### src/design/lraf_pkg.sv
package lraf_pkg;

  localparam int SCREEN_WIDTH_DEF  = 640;
  localparam int SCREEN_HEIGHT_DEF = 480;

  localparam logic [7:0] CHAN_MAX = 8'd255;

  localparam logic OP_DRAW = 1'b0;
  localparam logic OP_READ = 1'b1;

  typedef struct packed {
    logic               opcode;
    logic signed [11:0] start_x;
    logic signed [11:0] start_y;
    logic signed [11:0] end_x;
    logic signed [11:0] end_y;
    logic [7:0]         add_red;
    logic [7:0]         add_green;
    logic [7:0]         add_blue;
    logic [18:0]        read_address;
  } lraf_in_t;

  typedef struct packed {
    logic [7:0]  pixel_red;
    logic [7:0]  pixel_green;
    logic [7:0]  pixel_blue;
    logic [12:0] pixels_plotted;
  } lraf_out_t;

  // One stepped point of a line, as handed from the stepper to the pixel pipeline.
  typedef struct packed {
    logic               valid;
    logic               last;
    logic               visible;
    logic signed [12:0] x;
    logic signed [12:0] y;
  } lraf_point_t;

  function automatic logic [7:0] sat_add(input logic [7:0] a, input logic [7:0] b);
    logic [8:0] s;
    s = {1'b0, a} + {1'b0, b};
    return s[8] ? CHAN_MAX : s[7:0];
  endfunction

endpackage

### src/design/lraf_stepper.sv
module lraf_stepper #(
  parameter int SCREEN_WIDTH  = lraf_pkg::SCREEN_WIDTH_DEF,
  parameter int SCREEN_HEIGHT = lraf_pkg::SCREEN_HEIGHT_DEF
) (
  input  logic               clk,
  input  logic               rst,
  input  logic               start,
  input  logic signed [11:0] x0,
  input  logic signed [11:0] y0,
  input  logic signed [11:0] x1,
  input  logic signed [11:0] y1,
  output lraf_pkg::lraf_point_t pt
);
  import lraf_pkg::*;

  localparam logic signed [12:0] WIDTH_S  = 13'(SCREEN_WIDTH);
  localparam logic signed [12:0] HEIGHT_S = 13'(SCREEN_HEIGHT);

  logic               active;
  logic signed [12:0] x, y;
  logic [12:0]        err;
  logic [11:0]        rem;
  logic [11:0]        major, minor;
  logic               xmaj, sxn, syn;

  logic signed [12:0] dx, dy;
  logic [11:0]        adx, ady;
  logic [12:0]        e_sum;
  logic               ovf, step_x, step_y;

  // Setup from the endpoints.
  always_comb begin
    dx  = {x1[11], x1} - {x0[11], x0};
    dy  = {y1[11], y1} - {y0[11], y0};
    adx = dx[12] ? 12'(-dx) : dx[11:0];
    ady = dy[12] ? 12'(-dy) : dy[11:0];
  end

  // Error accumulator step.
  always_comb begin
    e_sum  = err + {1'b0, minor};
    ovf    = e_sum >= {1'b0, major};
    step_x = xmaj || ovf;
    step_y = !xmaj || ovf;
  end

  always_ff @(posedge clk) begin
    if (rst) begin
      active <= 1'b0;
    end else if (start) begin
      active <= 1'b1;
    end else if (active && rem == '0) begin
      active <= 1'b0;
    end
  end

  always_ff @(posedge clk) begin
    if (start) begin
      x    <= {x0[11], x0};
      y    <= {y0[11], y0};
      xmaj <= adx >= ady;
      sxn  <= dx[12];
      syn  <= dy[12];
      if (adx >= ady) begin
        major <= adx;
        minor <= ady;
        rem   <= adx;
        err   <= {2'b00, adx[11:1]};
      end else begin
        major <= ady;
        minor <= adx;
        rem   <= ady;
        err   <= {2'b00, ady[11:1]};
      end
    end else if (active) begin
      err <= ovf ? e_sum - {1'b0, major} : e_sum;
      rem <= rem - 12'd1;
      if (step_x) begin
        x <= sxn ? x - 13'sd1 : x + 13'sd1;
      end
      if (step_y) begin
        y <= syn ? y - 13'sd1 : y + 13'sd1;
      end
    end
  end

  always_comb begin
    pt.valid   = active;
    pt.last    = rem == '0;
    pt.visible = (x >= 13'sd0) && (x < WIDTH_S) && (y >= 13'sd0) && (y < HEIGHT_S);
    pt.x       = x;
    pt.y       = y;
  end

endmodule

### config.mk
export PLATFORM = sky130hd
export DESIGN_NAME = lraf_stepper
export DESIGN_NICKNAME = d
export VERILOG_FILES = /design/src/design/lraf_pkg.sv /design/src/design/lraf_stepper.sv
export SDC_FILE = /design/constraint.sdc
export NUM_CORES = 1
export LEC_CHECK = 0
export BUFFER_PORTS_ARGS = -buffer_cell sky130_fd_sc_hd__buf_2
export CORE_MARGIN = 5
export CORE_UTILIZATION = 25
export CTS_BUF_LIST = sky130_fd_sc_hd__clkbuf_4
export CTS_CLUSTER_SIZE = 28
export DETAILED_ROUTE_END_ITERATION = 10
export PLACE_DENSITY = 0.45
export SLEW_MARGIN = 20
export SYNTH_ARGS = -nofsm -noshare
export SYNTH_HDL_FRONTEND = slang
export SYNTH_SLANG_ARGS = --single-unit
### constraint.sdc
create_clock -name clk -period 4.75 [get_ports clk]
set_input_delay 0.2375 -clock clk [delete_from_list [all_inputs] [get_ports clk]]
set_output_delay 0.2375 -clock clk [all_outputs]
set_load 0.01 [all_outputs]
==> results of run 1 <==
## sequential cells by signal, summed over array words and instances (netlist names)
register  flops
x            13
err          13
syn           1
major        12
minor        12
rem          12
xmaj          1
active        1
y            13
sxn           1
## worst min-delay path by stage
stage               start     end  slack, ns  cells after the start
floorplan             rst  active       0.31                      1
global placement      rst  active       0.41                      2
detailed placement    rst  active       0.40                      2
CTS                 x0[5]    x[5]      0.001                      3
global route        x0[4]    x[4]       0.01                      3
finish              x0[5]    x[5]       0.06                      3
## cell usage in the layout (no fill, tap or decap), types with 18 or more instances in the layout
cell and count:
nor2_1 56, mux2i_1 19, ha_1 84, a21oi_1 62, buf_2 78, inv_1 94, nand2_1 72, nor3_1 23
buf_4 50, nand3_1 18, edfxtp_1 78, xor2_1 41, o21ai_0 62, xnor2_1 37
## repair_timing
| action | CTS | global route |
|---|---|---|
| buffers inserted | 0 | 7 |
| endpoints found under the hold margin | 2 | 0 |
| setup endpoints to repair | 37 | 56 |
| gates resized for setup | 3 | 18 |
| hold buffers | 2 | 0 |
| cloned | 0 | 1 |
| pin swaps | 0 | 5 |
## worst reg2reg max path, delay by kind of cell (launching register included)
family / cells / cell delay [ns]
AOI/OAI and AO/OA: 10 / 1.98
and+or+nand+nor: 4 / 0.64
adders and majority gates: 2 / 0.60
DFF: 1 / 0.44
xor gates and xnor gates: 1 / 0.18
buffers and inverters: 1 / 0.18
muxes: 1 / 0.16
## metal layers
metal,vias up,wire [microns]
li1,3364,-
met1,3028,10900
met2,80,9750
met3,11,567
met4,0,176
met5,-,0
## synth_stat cells (all sizes together) (3+ instances only)
cell and n:
nand2b 9, mux2i 21, o21a 12, nor2 57, xor2 41, nand3 18
edfxtp 78, or2 6, clkbuf 17, o21bai 3, nand2 73, a31oi 5
fa 6, a22oi 7, nand4 6, or3 12, nor4 5, o22ai 3
mux2 10, ha 85, o211ai 4, buf 5, a211oi 5, o31a 3
a21o 12, o41ai 3, a21boi 3, o21ai 68, a21oi 65, and3 7
nor3 25, inv 94, o31ai 10, nor2b 8, a311oi 4, xnor2 37
## cells by family after synthesis
kind of cell	Yosys count	synth area share
simple gates	235	0.146
fa+ha+maj	91	0.156
compound gates	232	0.196
buf+inv	116	0.0593
mux	31	0.0424
flops	79	0.310
xor+xnor	78	0.0898
## power by group through the flow
stage	sequential [W]	combinational [W]	clock (W)
3_5_place_dp	0.00150	0.00585	0
2_1_floorplan	0.00149	0.00388	0
5_1_grt	0.00152	0.00674	0.000464
6_report	0.00148	0.00603	0.000407
3_3_place_gp	0.00150	0.00586	0
4_1_cts	0.00148	0.00593	0.000437
## final cells by class
class                           instances  area (sq um)
Antenna cell                            1          2.50
Clock buffer                            9          67.6
Clock inverter                          7          53.8
Fill cell                            3182         20800
Inverter                               94           353
Multi-Input combinational cell        667          4870
Sequential cell                        79          2360
Tap cell                              390           488
Timing Repair Buffer                  135           886
## through the flow
step,cell area (sq um),util,instances,power [W],worst slack (ns)
detailed placement,8780,0.294,1355,0.00735,-0.122
global placement,8780,0.294,1355,0.00736,-0.0438
finish,9080,0.304,1382,0.00792,0.199
floorplan,7610,-,862,0.00537,0.203
CTS,8930,0.299,1373,0.00785,0.0279
global route,9080,0.304,1382,0.00873,-0.0187
==> results by group, run 1 <==
Run status
  – Status: complete, no violations

Cells and area
  – Nets: 1128
  – Layout cells sized above 1: 0.194
  – Area growth syn-to-layout: 19.3%

STA
  – Setup TNS: 0 ns
  – Clock skew: 0.0440 ns
  – Endpoints failing hold: 0
  – Final Setup Violations: 0
  – Worst hold slack: 0.0617 ns
  – Max_slew headroom: 0.449
  – Post-layout minimum cycle time: 4.55 ns
  – Final Cycle Share: 0.958
  – F_max: 0.220 GHz
  – Slew @ Worst Pin: 0.827 ns
  – Pins Over Slew Limit: 0

Floorplanning
  – Initial core utilization: 0.255
  – Rows: 63
  – # IOs: 80
  – Die width: 184 microns
  – Die Footprint: 34000 sq um
  – CORE AREA: 29900 sq um
  – Die height: 184 microns

Synth
  – Async SR Flop Fraction: 0
  – Synth Flop Type: edfxtp_1
  – Post-synthesis sequential area ratio: 0.310
  – Synth Net Count: 1004
  – Mean Syn Cell Area: 8.83 sq um
  – FF+latch count, synth: 79
  – Synth warnings: 0
  – Yosys cell types: 68
  – Area leader, netlist: edfxtp_1
  – Post-synth EDFFs: 78
  – Synthesized area: 7610 sq um
  – Syn Inst Count: 862
  – Top-area cell type share of the netlist area: 0.308
  – Synth area leaders: edfxtp_1 31%, ha_1 14%, xor2_1 4.7%, inv_1 4.6%, a21oi_1 4.3%

GRT
  – GR Util All Layers: 0.124
  – Antenna violations before repair: 1
  – Overflow after GRT: 0
  – Vias in the first global route: 6300
  – GR Layer Usage met2: 0.198
  – First-pass GRT wire length: 33.5 mm
  – GR peak layer: met2
  – Pin count of the biggest net entering global routing: 73
  – Met1 usage: 0.177
  – GRT met3 Usage: 0.0197

Placed design
  – Placer Congestion: 0.818
  – Port Buffer Count: 79
  – Hpwl dp: 16.9 mm

Critical path
  – CP endpoint: err[5]
  – CP arrival: 4.87 ns
  – CP cell instances: dlygate4sd3_1 -> buf_2 -> inv_1 -> ha_1 -> o21a_1 -> o31a_1 -> o221a_4 -> o22a_4 -> a31oi_2 -> buf_4 -> mux2i_1 -> inv_1 -> ha_1 -> a21o_1 -> a21o_1 -> a211o_1 -> a221oi_1 -> buf_4 -> o21ai_2 -> buf_12 -> mux2_2 -> a22oi_2
  – Max FO, Critical Path: 22
  – Critical Path Start: x0[3]
  – Req. time, crit path: 5.07 ns
  – CP bufs+invs: 7
  – Crit path launch type: primary input
  – R2r setup slk: 0.25 ns
  – Cell count along the critical path: 22
  – CP top delay family: compound AO/OA/AOI/OAI gates
  – FF-to-FF path depth: 19
  – Worst setup EP type: register
  – CP max stage cell: dlygate4sd3_1
  – Reg2reg end: err[10]
  – FF-to-FF Start: err[1]
  – Critical path type: primary input to register
  – Worst path max stage delay: 0.51 ns

Clocking
  – CTS tree: yes
  – H-tree levels: 3
  – CTS Buffer Depth: 2
  – Clock latency on the worst-skew pair: 0.47 ns
  – CTS Root Cell: clkbuf_4
  – Sink Count: 79
  – CTS buffer count: 9
  – Clock transition at path regs: 0.17 ns

Routing
  – Via count: 6483
  – Via-to-Cell Ratio: 4.69
  – First-pass DRT Iterations: 4
  – # DRC: 0
  – Wire length per cell: 15.5 microns
  – Drt initial violations: 322
  – Total routed wirelength: 21.4 mm
  – Final ANT Viol Nets: 0

Power
  – P_int: 0.00416 W
  – Sequential share of power: 0.187
  – Sw Ratio: 0.474
  – Comb pwr share: 0.761
  – Power per Cell Area: 872 nW/um^2
  – Clock share of power: 0.051
  – Peak VDD IR: 0.000350 V
  – Leakage: 4.03 nW
  – Switching Power: 0.00376 W

Run
  – Max-cap violations: 0

Min path
  – HP Class: primary input to register
Power figures use the tool's default switching activity.
==> run 2, diff against run 1 <==
BUFFER_PORTS_ARGS = -buffer_cell sky130_fd_sc_hd__buf_4   (was -buffer_cell sky130_fd_sc_hd__buf_2)
CELL_PAD_IN_SITES_DETAIL_PLACEMENT = 2   (was default)
CELL_PAD_IN_SITES_GLOBAL_PLACEMENT = 2   (was default)
PLACE_DENSITY = 0.64   (was 0.45)
==> results by group, run 2 (synthesis results as in run 1) <==
Placed design
  – Port Buffer Count: 79 (unchanged)
  – Placer Congestion: 0.776 (-5.1%)
  – Hpwl dp: 19.7 mm (+17%)
  – Post-Place Worst Slack: -0.289 ns (-0.168 ns)

GRT
  – Pin count of the biggest net entering global routing: 81 (+11%)
  – Vias in the first global route: 7318 (+16%)
  – GR Util All Layers: 0.142 (+0.0184)
  – First-pass GRT wire length: 38.7 mm (+16%)
  – Antenna violations before repair: 1 (unchanged)
  – Overflow after GRT: 0 (unchanged)

Clocking
  – Clock latency on the worst-skew pair: 0.49 ns (+0.02 ns)
  – H-tree levels: 3 (unchanged)
  – CTS Root Cell: clkbuf_4
  – Sink Count: 79 (unchanged)
  – CTS tree: yes
  – CTS Buffer Depth: 2 (unchanged)
  – CTS buffer count: 9 (unchanged)
  – Clock transition at path regs: 0.19 ns (+0.02 ns)

STA
  – Post-layout minimum cycle time: 4.49 ns (-0.0626 ns)
  – Slew @ Worst Pin: 0.922 ns (+0.0958 ns)
  – Pins Over Slew Limit: 0 (unchanged)
  – Endpoints failing hold: 0 (unchanged)
  – Max_slew headroom: 0.385 (-0.0638)
  – F_max: 0.223 GHz (+1.4%)
  – Clock skew: 0.0578 ns (+0.0138 ns)
  – Final Setup Violations: 0 (unchanged)
  – RSZ-0062 raised after global routing: false
  – Final Cycle Share: 0.945 (-0.0132)
  – Final worst slack: 0.262 ns (+0.0626 ns)

Routing
  – Metal-1 WL: 11.7 mm (+7.4%)
  – Drt initial violations: 197 (-39%)
  – Top Layer Used: met4
  – Met3 WL: 552 microns (-2.6%)
  – First-pass DRT Iterations: 4 (unchanged)
  – # DRC: 0 (unchanged)
  – Via-to-Cell Ratio: 4.88 (+4.0%)
  – Total routed wirelength: 24.1 mm (+13%)
  – Final ANT Viol Nets: 0 (unchanged)
  – Via count: 6718 (+3.6%)
  – Met2 wire length: 11.7 mm (+20%)
  – Wire length per cell: 17.5 microns (+13%)

Floorplanning
  – Rows: 63 (unchanged)
  – # IOs: 80 (unchanged)
  – Initial core utilization: 0.255 (unchanged)
  – Die Footprint: 34000 sq um (unchanged)
  – Die height: 184 microns (unchanged)
  – Die width: 184 microns (unchanged)
  – CORE AREA: 29900 sq um (unchanged)

Cells and area
  – Commonest non-fill, non-tap cells in the layout: 118 x buf_4, 94 x inv_1, 83 x ha_1
  – Layout cells sized above 1: 0.183 (-0.0110)
  – Area growth syn-to-layout: 21.4%
  – Top Registers: err: 13 flops, x: 13 flops, y: 13 flops
  – Commonest non-fill, non-tap cell in the layout: buf_4
  – Nets: 1122 (-0.53%)

Critical path
  – Worst setup EP type: register
  – Critical Path Start: err[1]
  – Crit path launch type: register
  – R2r setup slk: 0.26 ns (about the same)
  – Max FO, Critical Path: 7 (-68%)
  – FF-to-FF Start: err[1]
  – Critical path type: register to register
  – FF-to-FF path depth: 20 (+1)
  – Reg2reg end: x[10]
  – CP endpoint: x[10]
  – CP arrival: 4.71 ns (-0.16 ns)
  – Req. time, crit path: 4.98 ns (-0.09 ns)

Min path
  – HP Class: primary input to register

Run
  – Max-cap violations: 0 (unchanged)

Run status
  – Status: complete, no violations
==> run 2: through the flow <==
step	instance area [sq um]	utilization	setup TNS, ns	hold slack [ns]	cells
floorplan	7610	-	0	0.307	862
global placement	8900	0.298	-3.72	0.396	1345
detailed placement	8900	0.298	-8.51	0.399	1345
CTS	9100	0.305	0	0.00642	1367
global route	9240	0.309	0	0.0130	1377
finish	9240	0.309	0	0.0553	1377
==> run 2: worst max-delay path, cell delays in order, from the launching register on <==
cell and delay, ns:
edfxtp_1 0.43, ha_1 0.31, a21o_1 0.19, a21oi_2 0.17, o21bai_1 0.10, a2111o_1 0.40
a31o_2 0.27, a21oi_4 0.19, a21oi_1 0.11, xor2_1 0.21, ha_1 0.28, and4_1 0.17
a21o_1 0.19, nor2_1 0.11, mux2_2 0.16, nor2_2 0.05, or2_2 0.33, o21ai_1 0.14
buf_4 0.14, nand2_2 0.12, buf_8 0.23
==> run 2: repair_timing <==
| action | 4_1_cts | 5_1_grt |
|---|---|---|
| gates resized for setup | 6 | 15 |
| hold endpoints to repair | 6 | 0 |
| cloned | 0 | 1 |
| buffers inserted | 0 | 7 |
| pin swaps | 0 | 7 |
| hold buffers | 6 | 0 |
| setup endpoints to repair | 38 | 37 |
==> run 2: final cells by class <==
| cell class | instances | area (sq um) |
|---|---|---|
| Fill cell | 3414 | 20600 |
| Multi-Input combinational cell | 667 | 4870 |
| Sequential cell | 79 | 2360 |
| Timing Repair Buffer | 129 | 1050 |
| Tap cell | 390 | 488 |
| Inverter | 94 | 353 |
| Clock buffer | 10 | 75.1 |
| Clock inverter | 6 | 46.3 |
| Antenna cell | 2 | 5.00 |
==> run 2: worst min path at each step <==
stage / end / from / slack, ns / depth (start not counted)
5_1_grt: x[8] / x0[8] / 0.01 / 3
6_report: x[2] / x0[2] / 0.06 / 3
3_5_place_dp: active / rst / 0.40 / 2
3_3_place_gp: active / rst / 0.40 / 2
4_1_cts: x[8] / x0[8] / 0.006 / 3
2_1_floorplan: active / rst / 0.31 / 1
==> run 2: per-layer routing <==
metal | track usage | vias up
li1 | - | 3343
met1 | 0.193 | 3296
met2 | 0.243 | 70
met3 | 0.0211 | 9
met4 | 0.0240 | 0
met5 | 0 | -
Power of run 2 is left out: the tool's default activity adds up to more than one toggle a clock period on the data nets, which glitch-free logic cannot reach.
